## config.mk

```make
export PLATFORM = sky130hd
export DESIGN_NAME = dedup_strongest_first_table
export DESIGN_NICKNAME = d
export VERILOG_FILES = /design/src/rtl/core/dsft_pkg.sv /design/src/rtl/core/dsft_cell.sv /design/src/rtl/core/dedup_strongest_first_table.sv
export SDC_FILE = /design/constraint.sdc
export NUM_CORES = 2
export LEC_CHECK = 0
export BUFFER_PORTS_ARGS = -buffer_cell sky130_fd_sc_hd__buf_2
export CAP_MARGIN = 10
export CORE_ASPECT_RATIO = 1.25
export CORE_UTILIZATION = 30
export CTS_BUF_LIST = sky130_fd_sc_hd__clkbuf_4 sky130_fd_sc_hd__clkbuf_8
export CTS_CLUSTER_DIAMETER = 30
export CTS_CLUSTER_SIZE = 12
export DETAILED_ROUTE_END_ITERATION = 10
export GPL_TIMING_DRIVEN = 1
export HOLD_SLACK_MARGIN = 0.05
export SYNTH_ARGS = -nofsm -noshare
export SYNTH_HDL_FRONTEND = slang
export SYNTH_SLANG_ARGS = --single-unit
```

## constraint.sdc

```tcl
create_clock -name clk -period 201.8 [get_ports clk]
set_input_delay 20.18 -clock clk [delete_from_list [all_inputs] [get_ports clk]]
set_output_delay 20.18 -clock clk [all_outputs]
set_load 0.02 [all_outputs]
```

## src/rtl/core/dsft_pkg.sv

```systemverilog
`default_nettype none
// ----------------------------------------------------------------------------
// dsft_pkg
// Shared types and constants for the deduplicating strongest-first table.
// ----------------------------------------------------------------------------
package dsft_pkg;

    localparam int TABLE_DEPTH = 16;
    localparam int CNT_W       = $clog2(TABLE_DEPTH + 1);
    localparam int POS_W       = (TABLE_DEPTH > 1) ? $clog2(TABLE_DEPTH) : 1;

    typedef enum logic {
        CMD_ADD    = 1'b0,
        CMD_FINISH = 1'b1
    } cmd_t;

    typedef enum logic [1:0] {
        ST_IDLE,
        ST_SEARCH,
        ST_EMIT
    } state_t;

    typedef struct packed {
        logic [63:0]       word0;
        logic [63:0]       word1;
        logic [63:0]       word2;
        logic [63:0]       word3;
        logic signed [7:0] strength;
        logic              secure;
    } entry_t;

    typedef struct packed {
        logic shift;
        logic load_key;
        logic raise;
        logic append;
        logic rotate;
    } cell_ctrl_t;

endpackage : dsft_pkg
`default_nettype wire

```

## src/rtl/core/dsft_cell.sv

```systemverilog
`default_nettype none
// ----------------------------------------------------------------------------
// dsft_cell
// One table slot. The slots form a ring. During a search the ring rotates one
// place per cycle past the head, where the probe key is compared, except when
// the write flag is set at the head: then the head slot takes the new entry.
// ----------------------------------------------------------------------------
module dsft_cell
    import dsft_pkg::*;
(
    input  wire        clk,
    input  wire        shift,
    input  entry_t     prev,
    input  wire        write_en,
    input  entry_t     write_data,
    output entry_t     data
);

    entry_t data_reg;

    always_ff @(posedge clk)
    begin
        if (write_en)
        begin
            data_reg <= write_data;
        end
        else if (shift)
        begin
            data_reg <= prev;
        end
    end

    assign data = data_reg;

endmodule : dsft_cell
`default_nettype wire

```

## src/rtl/core/dedup_strongest_first_table.sv

```systemverilog
`default_nettype none
// ----------------------------------------------------------------------------
// dedup_strongest_first_table
// Collects scan entries into a deduplicated table and emits it strongest first.
// ----------------------------------------------------------------------------
// An add whose name is not empty, made while the table has room, rotates the
// stored entries once around a ring of cells past a single key comparator. An
// add with an empty name, or one made while the table is full, is dropped in
// the cycle of its start transfer. A finish makes one selection pass around
// the same ring for each result and puts one result out per pass. An empty
// table gives its single result in the cycle right after the start transfer.
// The receiver cannot stall; each result is valid for the one cycle in which
// result_valid is high. busy is high while an add searches or a finish makes
// its passes; a finish keeps it high until the last result is registered, and
// that result is on the ports in the first cycle with busy low.
module dedup_strongest_first_table
    import dsft_pkg::*;
(
    input  wire               clk,
    input  wire               rst_n,
    input  wire               start,
    output logic              busy,
    input  wire               cmd,
    input  wire [63:0]        name_word0,
    input  wire [63:0]        name_word1,
    input  wire [63:0]        name_word2,
    input  wire [63:0]        name_word3,
    input  wire signed [7:0]  strength,
    input  wire               is_secure,
    output logic              result_valid,
    output logic [63:0]       out_word0,
    output logic [63:0]       out_word1,
    output logic [63:0]       out_word2,
    output logic [63:0]       out_word3,
    output logic signed [7:0] out_strength,
    output logic              out_secure,
    output logic              present,
    output logic              last
);

    entry_t cells [TABLE_DEPTH];
    entry_t cell_in [TABLE_DEPTH];
    logic   cell_wr [TABLE_DEPTH];

    state_t           state_reg, state_next;
    logic [CNT_W-1:0] count_reg, count_next;
    logic [CNT_W-1:0] step_reg, step_next;
    logic [CNT_W-1:0] left_reg, left_next;
    logic             found_reg, found_next;
    logic             fin_reg, fin_next;
    entry_t           probe_reg, probe_next;
    logic [TABLE_DEPTH-1:0] done_reg, done_next;
    logic [POS_W-1:0] best_reg, best_next;
    logic             have_reg, have_next;
    logic             shift;
    entry_t           head_wr;
    logic             head_we;
    logic             res_v_next;
    entry_t           res_next;
    logic             res_p_next, res_l_next;
    logic             res_v_reg, res_p_reg, res_l_reg;
    entry_t           res_reg;
    logic [POS_W-1:0] pos;
    logic [255:0]     raw_name, norm_name;
    logic             ended;
    logic             match;

    genvar g;
    generate
        for (g = 0; g < TABLE_DEPTH; g++)
        begin : g_cell
            assign cell_in[g] = cells[(g+1)%TABLE_DEPTH];
            dsft_cell u_cell (
                .clk        (clk),
                .shift      (shift),
                .prev       (cell_in[g]),
                .write_en   (cell_wr[g]),
                .write_data (head_wr),
                .data       (cells[g])
            );
        end
    endgenerate

    always_comb
    begin
        raw_name  = {name_word3, name_word2, name_word1, name_word0};
        norm_name = '0;
        ended     = 1'b0;
        for (int b = 0; b < 32; b++)
        begin
            if (raw_name[8*b +: 8] == 8'd0)
            begin
                ended = 1'b1;
            end
            if (!ended)
            begin
                norm_name[8*b +: 8] = raw_name[8*b +: 8];
            end
        end
    end

    assign match = (cells[0].word0 == probe_reg.word0) && (cells[0].word1 == probe_reg.word1)
                && (cells[0].word2 == probe_reg.word2) && (cells[0].word3 == probe_reg.word3);

    // Ring position of the head relative to insertion order: cell 0 holds entry step.
    assign pos = step_reg[POS_W-1:0];

    always_comb
    begin
        for (int k = 0; k < TABLE_DEPTH; k++)
        begin
            cell_wr[k] = (k == 0) ? head_we : 1'b0;
        end
    end

    always_comb
    begin
        state_next = state_reg;
        count_next = count_reg;
        step_next  = step_reg;
        left_next  = left_reg;
        found_next = found_reg;
        fin_next   = 1'b0;
        probe_next = probe_reg;
        done_next  = done_reg;
        best_next  = best_reg;
        have_next  = have_reg;
        shift      = 1'b0;
        head_we    = 1'b0;
        head_wr    = cells[0];
        res_v_next = 1'b0;
        res_next   = res_reg;
        res_p_next = 1'b0;
        res_l_next = 1'b0;
        busy       = (state_reg != ST_IDLE);

        unique case (state_reg)
            ST_IDLE:
            begin
                if (start)
                begin
                    step_next = '0;
                    if (cmd_t'(cmd) == CMD_FINISH)
                    begin
                        if (count_reg == '0)
                        begin
                            res_v_next = 1'b1;
                            res_next   = '0;
                            res_l_next = 1'b1;
                        end
                        else
                        begin
                            state_next = ST_EMIT;
                            left_next  = count_reg;
                            done_next  = '0;
                            have_next  = 1'b0;
                        end
                    end
                    else if (norm_name[7:0] != 8'd0 && count_reg < CNT_W'(TABLE_DEPTH))
                    begin
                        state_next = ST_SEARCH;
                        found_next = 1'b0;
                        probe_next = '{word0: norm_name[63:0], word1: norm_name[127:64],
                                       word2: norm_name[191:128], word3: norm_name[255:192],
                                       strength: strength, secure: is_secure};
                    end
                end
            end

            ST_SEARCH:
            begin
                // Walk all TABLE_DEPTH slots so the ring ends where it began.
                if (step_reg < count_reg && !found_reg && match)
                begin
                    found_next = 1'b1;
                    head_we    = 1'b1;
                    head_wr    = cells[0];
                    if (probe_reg.strength > cells[0].strength)
                    begin
                        head_wr.strength = probe_reg.strength;
                    end
                end
                else if (step_reg == count_reg && !found_reg && !match)
                begin
                    head_we = 1'b1;
                    head_wr = probe_reg;
                    count_next = count_reg + 1'b1;
                end
                else if (step_reg == count_reg && !found_reg)
                begin
                    head_we = 1'b1;
                    head_wr = probe_reg;
                    count_next = count_reg + 1'b1;
                end
                shift     = !head_we;
                if (head_we)
                begin
                    shift = 1'b0;
                end
                step_next = step_reg + 1'b1;
                if (step_reg == CNT_W'(TABLE_DEPTH - 1) && !head_we)
                begin
                    state_next = ST_IDLE;
                end
                if (head_we)
                begin
                    // A write holds the ring in place, so the step count is kept.
                    step_next = step_reg;
                    found_next = 1'b1;
                end
            end

            ST_EMIT:
            begin
                shift = 1'b1;
                if (step_reg < count_reg && !done_reg[pos])
                begin
                    if (!have_reg || cells[0].strength > res_reg.strength)
                    begin
                        have_next = 1'b1;
                        best_next = pos;
                        res_next  = cells[0];
                    end
                end
                step_next = step_reg + 1'b1;
                if (step_reg == CNT_W'(TABLE_DEPTH - 1))
                begin
                    step_next             = '0;
                    res_v_next            = 1'b1;
                    res_p_next            = 1'b1;
                    res_l_next            = (left_reg == CNT_W'(1));
                    done_next[best_next]  = 1'b1;
                    have_next             = 1'b0;
                    left_next             = left_reg - 1'b1;
                    if (left_reg == CNT_W'(1))
                    begin
                        state_next = ST_IDLE;
                        count_next = '0;
                    end
                end
            end

            default:
            begin
                state_next = ST_IDLE;
            end
        endcase
    end

    always_ff @(posedge clk or negedge rst_n)
    begin
        if (!rst_n)
        begin
            state_reg <= ST_IDLE;
            count_reg <= '0;
            res_v_reg <= 1'b0;
            step_reg  <= '0;
            found_reg <= 1'b0;
            fin_reg   <= 1'b0;
        end
        else
        begin
            state_reg <= state_next;
            count_reg <= count_next;
            res_v_reg <= res_v_next;
            step_reg  <= step_next;
            found_reg <= found_next;
            fin_reg   <= fin_next;
        end
    end

    always_ff @(posedge clk)
    begin
        left_reg  <= left_next;
        probe_reg <= probe_next;
        done_reg  <= done_next;
        best_reg  <= best_next;
        have_reg  <= have_next;
        res_reg   <= res_next;
        res_p_reg <= res_p_next;
        res_l_reg <= res_l_next;
    end

    assign result_valid = res_v_reg && !fin_reg;
    assign out_word0    = res_reg.word0;
    assign out_word1    = res_reg.word1;
    assign out_word2    = res_reg.word2;
    assign out_word3    = res_reg.word3;
    assign out_strength = res_reg.strength;
    assign out_secure   = res_reg.secure;
    assign present      = res_p_reg;
    assign last         = res_l_reg;

endmodule : dedup_strongest_first_table
`default_nettype wire

```

==> out/results.tsv <==
metric	value	unit
Synth area leaders	edfxtp_1 (92%), and2_1 (1.8%), mux2_4 (0.96%), mux2_2 (0.92%), xor2_1 (0.56%)	
H-tree depth	6	
Initial Utilization	0.302	
commonest non-fill, non-tap cells in the layout	edfxtp_1 (4796), clkbuf_8 (778), buf_2 (537)	
worst-skew pair later-pin latency	1360	ps
pwr/cell area	15.1	nW/um^2
I/O pin cnt	538	
Final Max Slew Viols	0	
row cnt	296	
clock sinks	4812	
status	complete, no violations	
Sw Share	0.268	
Final Hold Viols	0	
Routed Wire Length	390	mm
CTS Buf Count	774	
core box area	521000	sq um
min Tclk post-route	24040	ps
clk slew on worst S/H paths	60	ps
commonest non-fill, non-tap cell in the layout	edfxtp_1	
Setup TNS	0	ps
Syn Area/Cell	23.8	sq um
fin util	0.361	
Post-CTS Setup Bufs	0	
post-DP HPWL	263	mm
DP Cell Count	14000	
top_reg_cell synth	edfxtp_1	
Die X	649	um
Max-slew headroom	0.0106	
Mapped Nets	6893	
crit share post-route	0.119	
max-cap violations	0	
cell-internal power	0.00208	W
maximum VDD drop	0.00000889	V
Yosys reg bits	4812	
CP endpoint kind	register	
biggest area consumer among synthesized cells	edfxtp_1	
post-route antenna net violation count	0	
GRT Overall Usage	0.145	
final setup fails	0	
largest net degree at the start of global routing	229	
Synth Cell Area	157000	sq um
die footprint	527000	sq um
area share of the largest cell type after synthesis	0.917	
WP data required	202900	ps
CP Launch Type	primary input	
critical path class	in -> reg	
drt wl/cell	25.1	um
clk buf depth	4	
Post-synth EDFFs	4796	
Die H	811	um
Hold Path Class	reg -> reg	
FMAX	41.6	MHz
first-pass GRT wire length	533	mm
RSZ-0062 raised after global routing	no	
Netlist cell types	66	
Largest register FFs	4240	
sequential share of power	0.569	
Net Switching	0.000760	W
root buffer cell	clkbuf_8	
Port Buf Inserts	537	
GRT overflow	0	
Worst Path Max Fanout	17	
total number of vias	68100	
hold buffer count at cts	0	
Synth warnings	0	
antenna violations before repair	104	
Worst Path Arrival	25140	ps
Pleak	61.5	nW
Layout area overhead	19.5	%
clock network power share	0.342	
Remaining DRCs	0	
Post-Synthesis Cells	6593	
register area share after synthesis	0.919	
Iter 0 DRT Violations	8377	
worst slew pin tran	1480	ps
fin nets	8217	
CTS resizes	0	
combinational share of power	0.089	
vias in the first global route	67800	
1st-pass router iterations	8	
clock skew	150	ps
share of layout cells above drive strength 1	0.269	
CTS tree	yes	
post-DR vias/cell	4.38	
Final Non-Filler Cells	15600	
asr flop ratio synth	0.00291	
GPL Wtd Cong	0.940	
power by group through the flow:
stage | logic [W] | registers, W | clock network (W)
3_5_place_dp | 0.000256 | 0.00164 | 0
3_3_place_gp | 0.000244 | 0.00162 | 0
2_1_floorplan | 0.000137 | 0.00334 | 0
5_1_grt | 0.000271 | 0.00165 | 0.00103
6_report | 0.000253 | 0.00162 | 0.000971
4_1_cts | 0.000256 | 0.00162 | 0.000994
routing by layer:
layer | up-vias | track usage | share of wire
li1 | 29100 | - | -
met1 | 35100 | 0.179 | 0.38
met2 | 2985 | 0.222 | 0.46
met3 | 857 | 0.0362 | 0.079
met4 | 28 | 0.103 | 0.077
met5 | - | 0 | 0.00045
stage by stage:
step | hold WS (ps) | setup WS (ps) | total power, W | cell area [sq um]
2_1_floorplan | 400 | 16560 | 0.00348 | 157000
5_1_grt | 352 | 177580 | 0.00295 | 188000
3_5_place_dp | 405 | 176480 | 0.00189 | 169000
3_3_place_gp | 400 | 176650 | 0.00187 | 169000
4_1_cts | 337 | 177880 | 0.00287 | 187000
6_report | 345 | 177760 | 0.00284 | 188000
Yosys cell counts (12+ instances only):
master     count
xnor2_1       49
and2_1       452
nand4_1       33
a2111oi_0     20
dfrtp_1       14
inv_1        121
xor2_1       100
mux2_2       129
mux2_4       100
nor2_1        25
and3_1        71
a21oi_1       16
clkbuf_1      79
o22ai_1       33
nor2b_1       67
nor4_1       102
nand2b_1      22
nand2_1       97
nand3_1       22
o21ai_0       55
edfxtp_1    4796
ha_1          31
buf_2         12
critical path, cell delays in order:
cell	delay, ps
buf_2	90
nor4_1	50
nand2_1	800
nand3_1	200
buf_4	280
or4_1	780
nor3_2	260
buf_4	320
and4_1	230
buf_4	230
a21boi_0	690
a21boi_4	650
and2_1	220
kinds of logic after synthesis:
group / count (synthesis) / synth area share
flip-flops: 4812 / 0.919
AND/OR/NAND/NOR: 925 / 0.0351
multiplexers: 237 / 0.0197
buffers and inverters: 229 / 0.00609
AO/OA/AOI/OAI: 210 / 0.00934
XOR/XNOR: 149 / 0.00830
adder cells (fa/ha/maj): 31 / 0.00247
area by class of cell:
class,count,area [sq um]
Inverter,121,454
Sequential cell,4812,144000
Clock buffer,843,11200
Fill cell,47300,333000
Timing Repair Buffer,656,3750
Antenna cell,109,273
Clock inverter,607,7080
Multi-Input combinational cell,1552,12000
Tap cell,6854,8580
final timing paths:
path,startpoint,endpoint,slack (ps),cells past startpoint
max in group asynchronous,rst_n,count_reg[0],182710,1
worst min register to register,g_cell[13].u_cell.data[188],g_cell[12].u_cell.data[188],340,0
worst min-delay path,g_cell[13].u_cell.data[188],g_cell[12].u_cell.data[188],340,0
worst max-delay path,name_word0[45],probe_reg[68],177760,13
min in group asynchronous,rst_n,step_reg[0],18820,1
worst max register to register,probe_reg[139],g_cell[6].u_cell.data[83],189600,18
Power figures use the tool's default switching activity.
